## config.mk

```make
export PLATFORM = sky130hd
export DESIGN_NAME = child_ipv6_address_table_top
export DESIGN_NICKNAME = d
export VERILOG_FILES = /design/src/rtl/core/cait_pkg.sv /design/src/rtl/core/cait_cmp.sv /design/src/rtl/core/cait_store.sv /design/src/rtl/core/cait_seq.sv /design/src/rtl/core/child_ipv6_address_table_top.sv
export SDC_FILE = /design/constraint.sdc
export NUM_CORES = 2
export LEC_CHECK = 0
export BUFFER_PORTS_ARGS = -buffer_cell sky130_fd_sc_hd__buf_4
export CAP_MARGIN = 20
export CORE_ASPECT_RATIO = 1.25
export CORE_MARGIN = 3
export CORE_UTILIZATION = 30
export CTS_CLUSTER_SIZE = 8
export DETAILED_ROUTE_END_ITERATION = 7
export GPL_TIMING_DRIVEN = 0
export SYNTH_ARGS = -nofsm -noshare
export SYNTH_HDL_FRONTEND = slang
export SYNTH_HIERARCHICAL = 1
export SYNTH_SLANG_ARGS = --single-unit
```

## constraint.sdc

```tcl
create_clock -name clk_i -period 4.7 [get_ports clk_i]
set_input_delay 0.94 -clock clk_i [delete_from_list [all_inputs] [get_ports clk_i]]
set_output_delay 0.94 -clock clk_i [all_outputs]
set_load 0.05 [all_outputs]
```

## src/rtl/core/cait_pkg.sv

```systemverilog
// shared types and constants for the child ipv6 address table
`default_nettype none

package cait_pkg;

  // default number of table slots
  localparam int unsigned NumSlotsDef = 4;

  // apb address width: one 64-bit register at byte address 0
  localparam int unsigned PaddrW = 4;
  localparam int unsigned PdataW = 64;

  // register index within the config space
  localparam logic RegMeshLocalPrefix = 1'b0;

  typedef enum logic [1:0] {
    FUNC_ADD    = 2'd0,
    FUNC_REMOVE = 2'd1,
    FUNC_QUERY  = 2'd2,
    FUNC_CLEAR  = 2'd3
  } func_e;

  typedef enum logic [2:0] {
    ST_OK        = 3'd0,
    ST_INVALID   = 3'd1,
    ST_ALREADY   = 3'd2,
    ST_FULL      = 3'd3,
    ST_NOT_FOUND = 3'd4
  } status_e;

  typedef enum logic [1:0] {
    S_IDLE  = 2'd0,
    S_CLASS = 2'd1,
    S_SCAN  = 2'd2,
    S_EMIT  = 2'd3
  } state_e;

  // result of the shared compare unit
  typedef struct packed {
    logic eq_hi;
    logic eq_lo;
    logic a_zero;
  } cmp_res_t;

  // storage update commands from the sequencer
  typedef struct packed {
    logic tab_wr;
    logic tab_shift;
    logic clr_all;
    logic iid_set;
    logic iid_clr;
  } store_ctrl_t;

endpackage

`default_nettype wire

```

## src/rtl/core/cait_cmp.sv

```systemverilog
// shared 128-bit compare unit: half-word equality and zero test
`default_nettype none

module cait_cmp (
  input  logic [63:0]        a_hi_i,
  input  logic [63:0]        a_lo_i,
  input  logic [63:0]        b_hi_i,
  input  logic [63:0]        b_lo_i,
  output cait_pkg::cmp_res_t res_o
);

  assign res_o.eq_hi  = (a_hi_i == b_hi_i);
  assign res_o.eq_lo  = (a_lo_i == b_lo_i);
  assign res_o.a_zero = (a_hi_i == 64'd0) && (a_lo_i == 64'd0);

endmodule

`default_nettype wire

```

## src/rtl/core/cait_store.sv

```systemverilog
// address table slots and mesh-local identifier slot
`default_nettype none

module cait_store #(
  parameter int unsigned NumSlots = cait_pkg::NumSlotsDef,
  parameter int unsigned IdxW     = (NumSlots > 1) ? $clog2(NumSlots) : 1
) (
  input  logic                   clk_i,
  input  logic                   rst_ni,
  input  cait_pkg::store_ctrl_t  ctrl_i,
  input  logic [IdxW-1:0]        idx_i,
  input  logic [63:0]            key_hi_i,
  input  logic [63:0]            key_lo_i,
  output logic [63:0]            rd_hi_o,
  output logic [63:0]            rd_lo_o,
  output logic [63:0]            iid_o
);

  logic [63:0] hi_q [NumSlots];
  logic [63:0] lo_q [NumSlots];
  logic [63:0] iid_q;

  assign rd_hi_o = hi_q[idx_i];
  assign rd_lo_o = lo_q[idx_i];
  assign iid_o   = iid_q;

  for (genvar i = 0; i < NumSlots; i++) begin : g_slot
    logic [63:0] nxt_hi;
    logic [63:0] nxt_lo;
    logic        at_or_above;

    assign at_or_above = (IdxW'(i) >= idx_i);

    // upper neighbor moves down on remove, last slot empties
    if (i == NumSlots - 1) begin : g_last
      assign nxt_hi = 64'd0;
      assign nxt_lo = 64'd0;
    end else begin : g_mid
      assign nxt_hi = hi_q[i+1];
      assign nxt_lo = lo_q[i+1];
    end

    always_ff @(posedge clk_i or negedge rst_ni) begin
      if (!rst_ni) begin
        hi_q[i] <= 64'd0;
        lo_q[i] <= 64'd0;
      end else if (ctrl_i.clr_all) begin
        hi_q[i] <= 64'd0;
        lo_q[i] <= 64'd0;
      end else if (ctrl_i.tab_wr && (idx_i == IdxW'(i))) begin
        hi_q[i] <= key_hi_i;
        lo_q[i] <= key_lo_i;
      end else if (ctrl_i.tab_shift && at_or_above) begin
        hi_q[i] <= nxt_hi;
        lo_q[i] <= nxt_lo;
      end
    end
  end

  always_ff @(posedge clk_i or negedge rst_ni) begin
    if (!rst_ni) begin
      iid_q <= 64'd0;
    end else if (ctrl_i.clr_all || ctrl_i.iid_clr) begin
      iid_q <= 64'd0;
    end else if (ctrl_i.iid_set) begin
      iid_q <= key_lo_i;
    end
  end

endmodule

`default_nettype wire

```

## src/rtl/core/cait_seq.sv

```systemverilog
// operation sequencer: classify, scan slots, update storage, hold result
`default_nettype none

module cait_seq #(
  parameter int unsigned NumSlots = cait_pkg::NumSlotsDef,
  parameter int unsigned IdxW     = (NumSlots > 1) ? $clog2(NumSlots) : 1
) (
  input  logic                   clk_i,
  input  logic                   rst_ni,
  input  logic                   in_valid_i,
  output logic                   in_ready_o,
  input  logic [1:0]             func_i,
  input  logic [63:0]            addr_high_i,
  input  logic [63:0]            addr_low_i,
  output logic                   out_valid_o,
  input  logic                   out_ready_i,
  output logic [2:0]             status_o,
  output logic                   present_o,
  input  logic [63:0]            prefix_i,
  input  logic [63:0]            rd_hi_i,
  input  logic [63:0]            rd_lo_i,
  input  logic [63:0]            iid_i,
  output cait_pkg::store_ctrl_t  ctrl_o,
  output logic [IdxW-1:0]        idx_o,
  output logic [63:0]            key_hi_o,
  output logic [63:0]            key_lo_o
);

  cait_pkg::state_e  state_q, state_d;
  cait_pkg::func_e   func_q, func_d;
  logic [63:0]       key_hi_q, key_hi_d;
  logic [63:0]       key_lo_q, key_lo_d;
  logic [IdxW-1:0]   idx_q, idx_d;
  cait_pkg::status_e res_status_q, res_status_d;
  logic              res_present_q, res_present_d;
  logic              out_valid_q, out_valid_d;
  logic [2:0]        status_q, status_d;
  logic              present_q, present_d;

  logic [63:0]        cmp_a_hi, cmp_a_lo, cmp_b_hi, cmp_b_lo;
  cait_pkg::cmp_res_t cmp;
  logic               hit, last;

  // scan compares the selected slot with the key, classify compares
  // the key with prefix and identifier
  always_comb begin
    if (state_q == cait_pkg::S_SCAN) begin
      cmp_a_hi = rd_hi_i;
      cmp_a_lo = rd_lo_i;
      cmp_b_hi = key_hi_q;
      cmp_b_lo = key_lo_q;
    end else begin
      cmp_a_hi = key_hi_q;
      cmp_a_lo = key_lo_q;
      cmp_b_hi = prefix_i;
      cmp_b_lo = iid_i;
    end
  end

  cait_cmp u_cmp (
    .a_hi_i (cmp_a_hi),
    .a_lo_i (cmp_a_lo),
    .b_hi_i (cmp_b_hi),
    .b_lo_i (cmp_b_lo),
    .res_o  (cmp)
  );

  assign hit  = cmp.eq_hi && cmp.eq_lo;
  assign last = (idx_q == IdxW'(NumSlots - 1));

  always_comb begin
    state_d       = state_q;
    func_d        = func_q;
    key_hi_d      = key_hi_q;
    key_lo_d      = key_lo_q;
    idx_d         = idx_q;
    res_status_d  = res_status_q;
    res_present_d = res_present_q;
    out_valid_d   = out_valid_q;
    status_d      = status_q;
    present_d     = present_q;
    ctrl_o        = '0;
    in_ready_o    = 1'b0;

    if (out_valid_q && out_ready_i) begin
      out_valid_d = 1'b0;
    end

    case (state_q)
      cait_pkg::S_IDLE: begin
        in_ready_o = 1'b1;
        if (in_valid_i) begin
          func_d        = cait_pkg::func_e'(func_i);
          key_hi_d      = addr_high_i;
          key_lo_d      = addr_low_i;
          res_status_d  = cait_pkg::ST_OK;
          res_present_d = 1'b0;
          state_d       = cait_pkg::S_CLASS;
        end
      end

      cait_pkg::S_CLASS: begin
        state_d = cait_pkg::S_EMIT;
        if (func_q == cait_pkg::FUNC_CLEAR) begin
          ctrl_o.clr_all = 1'b1;
        end else if (cmp.a_zero) begin
          res_status_d = cait_pkg::ST_INVALID;
        end else if (cmp.eq_hi) begin
          // mesh-local: identifier slot only
          case (func_q)
            cait_pkg::FUNC_ADD: begin
              if (iid_i != 64'd0) begin
                res_status_d = cait_pkg::ST_ALREADY;
              end else begin
                ctrl_o.iid_set = 1'b1;
              end
            end
            cait_pkg::FUNC_REMOVE: begin
              if (cmp.eq_lo) begin
                ctrl_o.iid_clr = 1'b1;
              end else begin
                res_status_d = cait_pkg::ST_NOT_FOUND;
              end
            end
            default: begin
              res_present_d = cmp.eq_lo;
            end
          endcase
        end else begin
          idx_d   = '0;
          state_d = cait_pkg::S_SCAN;
        end
      end

      cait_pkg::S_SCAN: begin
        case (func_q)
          cait_pkg::FUNC_ADD: begin
            if (cmp.a_zero) begin
              ctrl_o.tab_wr = 1'b1;
              state_d       = cait_pkg::S_EMIT;
            end else if (hit) begin
              res_status_d = cait_pkg::ST_ALREADY;
              state_d      = cait_pkg::S_EMIT;
            end else if (last) begin
              res_status_d = cait_pkg::ST_FULL;
              state_d      = cait_pkg::S_EMIT;
            end else begin
              idx_d = idx_q + IdxW'(1);
            end
          end
          cait_pkg::FUNC_REMOVE: begin
            if (hit) begin
              ctrl_o.tab_shift = 1'b1;
              state_d          = cait_pkg::S_EMIT;
            end else if (cmp.a_zero || last) begin
              res_status_d = cait_pkg::ST_NOT_FOUND;
              state_d      = cait_pkg::S_EMIT;
            end else begin
              idx_d = idx_q + IdxW'(1);
            end
          end
          default: begin
            if (hit) begin
              res_present_d = 1'b1;
              state_d       = cait_pkg::S_EMIT;
            end else if (cmp.a_zero || last) begin
              state_d = cait_pkg::S_EMIT;
            end else begin
              idx_d = idx_q + IdxW'(1);
            end
          end
        endcase
      end

      cait_pkg::S_EMIT: begin
        // load the output register once it is free
        if (!out_valid_q || out_ready_i) begin
          out_valid_d = 1'b1;
          status_d    = res_status_q;
          present_d   = res_present_q;
          state_d     = cait_pkg::S_IDLE;
        end
      end

      default: begin
        state_d = cait_pkg::S_IDLE;
      end
    endcase
  end

  always_ff @(posedge clk_i or negedge rst_ni) begin
    if (!rst_ni) begin
      state_q     <= cait_pkg::S_IDLE;
      out_valid_q <= 1'b0;
    end else begin
      state_q     <= state_d;
      out_valid_q <= out_valid_d;
    end
  end

  always_ff @(posedge clk_i) begin
    func_q        <= func_d;
    key_hi_q      <= key_hi_d;
    key_lo_q      <= key_lo_d;
    idx_q         <= idx_d;
    res_status_q  <= res_status_d;
    res_present_q <= res_present_d;
    status_q      <= status_d;
    present_q     <= present_d;
  end

  assign out_valid_o = out_valid_q;
  assign status_o    = status_q;
  assign present_o   = present_q;
  assign idx_o       = idx_q;
  assign key_hi_o    = key_hi_q;
  assign key_lo_o    = key_lo_q;

endmodule

`default_nettype wire

```

## src/rtl/core/child_ipv6_address_table_top.sv

```systemverilog
// top level of the child ipv6 address table
`default_nettype none

// Holds the IPv6 addresses registered by one child: a gap-free table of
// NumSlots 128-bit addresses filled from slot 0, plus one 64-bit slot for the
// mesh-local interface identifier. Each item carries an operation (add,
// remove, query, clear) and an address; each item gives exactly one result
// (status, present). An address whose upper half equals mesh_local_prefix
// (APB register at byte address 0) goes to the identifier slot, any other to
// the table; the all-zero address is rejected. A small sequencer drives one
// shared 128-bit compare unit: it first classifies the item against prefix
// and identifier, then scans the table slot by slot in order until an empty
// slot, a match or the last slot. Remove closes the gap in the same cycle as
// the match by moving every later slot down. The result sits in an output
// register, so a result waiting downstream does not stop the next item from
// being taken; it only holds that item before its result is loaded. All
// storage is cleared by reset and by the clear operation, with no clearing
// pass. Configuration writes are expected only while the block is idle.
module child_ipv6_address_table_top #(
  parameter int unsigned NumSlots = cait_pkg::NumSlotsDef
) (
  input  logic                        clk_i,
  input  logic                        rst_ni,
  // item in
  input  logic                        in_valid_i,
  output logic                        in_ready_o,
  input  logic [1:0]                  func_i,
  input  logic [63:0]                 addr_high_i,
  input  logic [63:0]                 addr_low_i,
  // result out
  output logic                        out_valid_o,
  input  logic                        out_ready_i,
  output logic [2:0]                  status_o,
  output logic                        present_o,
  // apb config port
  input  logic                        psel,
  input  logic                        penable,
  input  logic                        pwrite,
  input  logic [cait_pkg::PaddrW-1:0] paddr,
  input  logic [cait_pkg::PdataW-1:0] pwdata,
  output logic [cait_pkg::PdataW-1:0] prdata,
  output logic                        pready
);

  localparam int unsigned IdxW = (NumSlots > 1) ? $clog2(NumSlots) : 1;

  // config register
  logic [63:0] prefix_q;
  logic        reg_sel;

  // register index is the 8-byte word address
  assign reg_sel = (paddr[cait_pkg::PaddrW-1] == cait_pkg::RegMeshLocalPrefix);
  assign pready  = 1'b1;
  assign prdata  = reg_sel ? prefix_q : '0;

  always_ff @(posedge clk_i or negedge rst_ni) begin
    if (!rst_ni) begin
      prefix_q <= 64'd0;
    end else if (psel && penable && pwrite && reg_sel) begin
      prefix_q <= pwdata;
    end
  end

  // sequencer to storage
  cait_pkg::store_ctrl_t ctrl;
  logic [IdxW-1:0]       idx;
  logic [63:0]           key_hi, key_lo;
  logic [63:0]           rd_hi, rd_lo, iid;

  cait_seq #(
    .NumSlots (NumSlots),
    .IdxW     (IdxW)
  ) u_seq (
    .clk_i       (clk_i),
    .rst_ni      (rst_ni),
    .in_valid_i  (in_valid_i),
    .in_ready_o  (in_ready_o),
    .func_i      (func_i),
    .addr_high_i (addr_high_i),
    .addr_low_i  (addr_low_i),
    .out_valid_o (out_valid_o),
    .out_ready_i (out_ready_i),
    .status_o    (status_o),
    .present_o   (present_o),
    .prefix_i    (prefix_q),
    .rd_hi_i     (rd_hi),
    .rd_lo_i     (rd_lo),
    .iid_i       (iid),
    .ctrl_o      (ctrl),
    .idx_o       (idx),
    .key_hi_o    (key_hi),
    .key_lo_o    (key_lo)
  );

  // slot table and identifier slot
  cait_store #(
    .NumSlots (NumSlots),
    .IdxW     (IdxW)
  ) u_store (
    .clk_i    (clk_i),
    .rst_ni   (rst_ni),
    .ctrl_i   (ctrl),
    .idx_i    (idx),
    .key_hi_i (key_hi),
    .key_lo_i (key_lo),
    .rd_hi_o  (rd_hi),
    .rd_lo_o  (rd_lo),
    .iid_o    (iid)
  );

endmodule

`default_nettype wire

```

# After elaboration in Yosys (flattened, before gate mapping)
# Cells that the tools add are included.
# Widths: inputs -> output; s select.
[totals] output_inout_bits=71 input_bits=205 ff_bits=783 word_cells=198
[op_classes] n_mux=98 magnitude_cmp=5 add_sub_neg=1 reduce_logical=38 n_eq_ne=34 bitwise=2
[op_table] operator="$mux 64" count=34
[op_table] operator="$bmux 64 s2" count=2
[op_table] operator="$eq 64x64->1" count=2
[op_table] operator="$logic_not 64->1" count=2
[op_table] operator="$reduce_bool 64->1" count=1
[op_table] operator="$mux 2" count=23
[op_table] operator="$mux 3" count=12
[op_table] operator="$mux 1" count=21
[op_table] operator="$ne 3x3->1 const B" count=7
[op_table] operator="$reduce_bool 3->1" count=5
[op_table] operator="$logic_and 1x1->1" count=14
[op_table] operator="$ne 2x2->1 const B" count=6
[op_table] operator="$pmux 3 s2" count=2
[op_table] operator="$reduce_and 12->1" count=1
[op_table] operator="$eq 2x2->1 const B" count=5
[op_table] operator="$pmux 3 s3" count=1
[op_table] operator="$reduce_and 9->1" count=1
[op_table] operator="$ne 4x2->1 const B" count=2
[op_table] operator="$pmux 2 s4" count=1
[op_table] operator="$reduce_and 8->1" count=1
[op_table] operator="$eq 2x1->1 const B" count=3
[op_table] operator="$logic_not 2->1" count=3
[op_table] operator="$ne 2x1->1 const B" count=3
[op_table] operator="$ne 5x2->1 const B" count=1
[op_table] operator="19 further kinds" count=25

# Logic depth before layout (Yosys ltp)
[logic_depth] word_depth=14 mapped_depth=18 mapped_depth_nobuf=12

# Modules after synthesis
# Netlist, hierarchy kept.
[modules_own_cells] mod="cait_store" n_inst=1 cells_per_inst=1945 area_each_um2=28725.0 seq_area_each_um2=14413.8
[modules_own_cells] mod="cait_seq" n_inst=1 cells_per_inst=513 area_each_um2=7908.8 seq_area_each_um2=4279.1
[modules_own_cells] mod="child_ipv6_address_table_top" n_inst=1 cells_per_inst=209 area_each_um2=3141.8 seq_area_each_um2=1601.5
[modules_own_cells] mod="cait_cmp" n_inst=1 cells_per_inst=213 area_each_um2=1659.1 seq_area_each_um2=0.0

# Least setup slack after synthesis
# No wires, ideal clock.
[synth_timing] path_kind="register to register" start="register u_seq.state_q[0]" end="register u_seq.func_q[0], enable pin" t_arrival_ns=4.115 synth_period_minus_slack_ns=4.619 path_buffers=0 path_stages_with_launch=4 setup_ns=0.504 setup_slack_ns=0.081 t_required_ns=4.196 cell_sequence="dfrtp_1 -> inv_1 -> ha_1 -> and2_1"
[synth_via] elab_chain_len=2
[synth_lines] element="start, declared" line="cait_seq.sv:29" source="cait_pkg::state_e state_q, state_d;"
[synth_lines] element="start signal, assigned" line="cait_seq.sv:193" source="state_q <= cait_pkg::S_IDLE;"
[synth_lines] element="start signal, assigned" line="cait_seq.sv:196" source="state_q <= state_d;"
[synth_lines] element="$logic_not 2->1" line="cait_seq.sv:89" source="case (state_q)"
[synth_lines] element="$reduce_and 2->1 (no line)"
[synth_lines] element="end signal, assigned" line="cait_seq.sv:202" source="func_q <= func_d;"
[synth_lines] element="end, declared" line="cait_seq.sv:30" source="cait_pkg::func_e func_q, func_d;"
# No other way between the ends.
# A chain may end at the register's enable or synchronous reset.

==> results.json <==
{
  "run_status": "finished, final reports clean",
  "fin_tns_setup_ps": 0,
  "seq_area_um2": 20300,
  "cpPeakStageDelay_ps": 680,
  "fin_crit_sh": 0.990,
  "core_um2": 136000,
  "start_util": 0.304,
  "antenna_found_initial": 6,
  "fin_worst_skew_ps": 42.6,
  "synth.ff_latch_count": 783,
  "max_cap_viol_count": 0,
  "cts_buffers": 109,
  "ios": 276,
  "grt_first_pass_wirelength_um": 204000,
  "dp_hpwl_um": 95900,
  "clock-sinks": 783,
  "cp-startpoint": "u_seq/state_q[0]",
  "synth_top_area_cell": "dfrtp_1",
  "firstDrtPassIters": 5,
  "multiInputGateArea_um2": 20000,
  "h-tree-depth": 3,
  "fp.dieArea_um2": 143000,
  "wl_per_cell_um": 26.7,
  "cp-start-kind": "register",
  "cts-root-buf": "clkbuf_16",
  "arrival_ps": 5220,
  "crit_path_frequent_cell": "buf_12",
  "worst_slew_pin_slew_ps": 760,
  "cts_hold_buf": 0,
  "hold_class": "in -> async",
  "vias": 28000,
  "syn2layout_area_growth_pct": 21.8,
  "grt-ovfl-total": 0,
  "syn_area_per_cell_um2": 14.4,
  "ys_top_cells_by_area": "dfrtp_1 (39%), mux2i_1 (11%), edfxtp_1 (10%)",
  "gp_congestion": 0.861,
  "cts_tree": "yes",
  "std_cell_rows": 151,
  "grt_pass1_vias": 29000,
  "slew_violations": 0,
  "setup_viol": 0,
  "relSlewSlack": 0.488,
  "end_kind": "register",
  "fin_cells": 5199,
  "ys_types": 52,
  "routed_wl_um": 139000,
  "peakVddDrop_mv": 0.281,
  "drc": 0,
  "io_buffers": 271,
  "die_w_um": 338,
  "cp_cell_sequence": "inv_1, ha_2, buf_8, buf_4, mux2_2, nor4_4, nand4_1, or4_4, nor2_4, and3_4, nor3b_4, buf_6, buf_12, buf_12, mux2i_1, o2bb2ai_2",
  "clk_latency_ps": 700,
  "synth_ff_type": "dfrtp_1",
  "syn-num-nets": 3090,
  "synth_edf_count": 140,
  "layout_min_cycle_time_ps": 4650,
  "synth_warnings": 6,
  "nNetsFinal": 3515,
  "ant_nets": 0,
  "cts_buffer_depth": 3,
  "dp_cells": 4996,
  "critPathMaxFanout": 10,
  "grt_max_degree": 111,
  "powerDensity_nw_per_um2": 449,
  "yosysTopAreaCellShare": 0.388,
  "path_clk_slew_ps": 60,
  "seq_area_frac_synth": 0.490,
  "syn_inst": 2880,
  "async_flop_share": 0.821,
  "drtIter0Drc": 2278,
  "viasPerCell": 5.39,
  "gr-usage-all-layers": 0.188,
  "drive_gt1_frac": 0.394,
  "crit_slowest_cell": "or4_4",
  "die_h_um": 422,
  "finalHoldViolCount": 0,
  "rsz0062_at_grt": "yes",
  "nFillCells": 13100,
  "power_leakage_nw": 22.0,
  "crit_required_ps": 5270,
  "synth_area_um2": 41400,
  "critPathKind": "reg -> reg",
  "r2r_start": "u_seq/state_q[0]",
  "fmax_ghz": 0.215
}
-- worst max-delay path, delay by kind of cell (launching register included) --
| family | cells | cell delay [ps] |
|---|---|---|
| buffers and inverters | 6 | 1100 |
| muxes | 2 | 660 |
| adders and majority gates | 1 | 280 |
| and+or+nand+nor | 6 | 1980 |
| AOI/OAI and AO/OA | 1 | 80 |
| DFF | 1 | 400 |
-- final cells by class --
type	count	share of cell area
Multi-Input combinational cell	1849	0.395
Timing Repair Buffer	314	0.0534
Buffer	243	0.0419
Clock buffer	164	0.0602
Antenna cell	2	0.0000991
Tap cell	1836	0.0455
Inverter	5	0.000372
Sequential cell	783	0.402
Clock inverter	3	0.00109
-- per-layer routing --
| layer | wire length, um | GRT usage | vias up |
|---|---|---|---|
| met5 | 0 | 0 | - |
| met4 | 4310 | 0.0570 | 0 |
| met3 | 8140 | 0.0294 | 206 |
| met2 | 67100 | 0.311 | 1051 |
| met1 | 59400 | 0.254 | 14700 |
| li1 | - | - | 12100 |
-- report_power, final --
part / total, W / internal, W / switching [W]
sequential: 0.00804 / 0.00739 / 0.000651
clock: 0.00737 / 0.00437 / 0.00299
combinational: 0.00725 / 0.00296 / 0.00429
-- stage by stage --
step / power (W) / util / worst slack [ps] / hold slack (ps) / area [um^2]
after global placement: 0.0147 / 0.336 / -5100 / 410 / 45800
after detailed placement: 0.0147 / 0.337 / -1810 / 412 / 46000
after floorplan: 0.0121 / - / 80.6 / 400 / 41400
after global routing: 0.0234 / 0.370 / -59.5 / 257 / 50500
final: 0.0227 / 0.370 / 46.6 / 208 / 50500
after CTS: 0.0226 / 0.364 / -6.54 / 213 / 49700
-- cell usage after synthesis, types with 6 or more instances --
master	count
buf_2	121
mux2_2	260
nand2_1	9
xor2_1	128
mux4_2	128
o2bb2ai_1	264
nor4_1	81
dfrtp_1	643
buf_4	82
mux2_4	60
nand4_1	17
buf_12	19
edfxtp_1	140
nand3b_1	6
o2bb2ai_2	120
a22o_1	128
nor2b_1	69
clkbuf_1	13
nor2_1	74
mux2i_1	448
-- cells in the final DEF (no fill, tap or decap), types with 4 or more instances in the layout --
cell type,instances
buf_12,28
xor2_1,125
edfxtp_1,140
clkbuf_2,5
buf_8,7
mux2i_2,27
nor4_1,55
clkbuf_1,56
mux2_4,62
buf_6,31
nand2b_1,5
a21oi_1,5
ha_1,4
clkbuf_16,119
o2bb2ai_2,131
nor4_2,17
nand2_1,8
dfrtp_1,643
o2bb2ai_1,253
mux4_2,128
nand4_1,17
buf_4,377
buf_2,66
a22o_1,128
o21ai_0,5
mux2i_1,418
nand3b_1,6
nor2b_1,69
inv_1,5
nor2_1,73
clkbuf_4,17
mux2_2,258
nor4_4,11
buf_16,11
-- repair_timing --
| action | CTS | global route |
|---|---|---|
| setup endpoints to repair | 588 | 543 |
| resized for setup | 110 | 144 |
| pin swaps | 15 | 19 |
| cloned | 2 | 6 |
| setup buffers | 9 | 17 |
| hold endpoints to repair | 0 | 0 |
-- state kept, by name (all words and copies together) (netlist names) --
name / flops
u_seq/key_hi_o: 64
u_seq/key_lo_o: 64
u_store/g_slot.nxt_hi: 192
u_store/g_slot.nxt_lo: 192
u_seq/res_status_q: 3
u_store/lo_q: 64
u_seq/out_valid_o: 1
u_seq/status_o: 3
u_seq/idx_o: 2
u_seq/func_q: 2
u_store/iid_o: 64
u_store/hi_q: 64
u_seq/present_o: 1
prefix_q: 64
u_seq/state_q: 2
u_seq/res_present_q: 1
-- kinds of logic after synthesis --
family,after synthesis,share of synthesized area
buf+inv,248,0.0416
flops,783,0.490
compound gates,534,0.130
mux,896,0.270
simple gates,285,0.0394
other cells,1,0.0000905
fa+ha+maj,5,0.00151
xor+xnor,128,0.0271
-- final timing paths --
path | end | slack [ps] | cells after the start
worst min-delay path | prefix_q[14] | 210 | 1
worst min register to register | u_seq/status_o[0] | 430 | 0
min in group clk_i | u_seq/key_lo_o[28] | 420 | 1
worst max register to register | u_store/hi_q[217] | 50 | 16
worst max-delay path | u_store/hi_q[217] | 50 | 16
max in group asynchronous | u_store/lo_q[219] | 2550 | 4
Power figures use the tool's default switching activity.
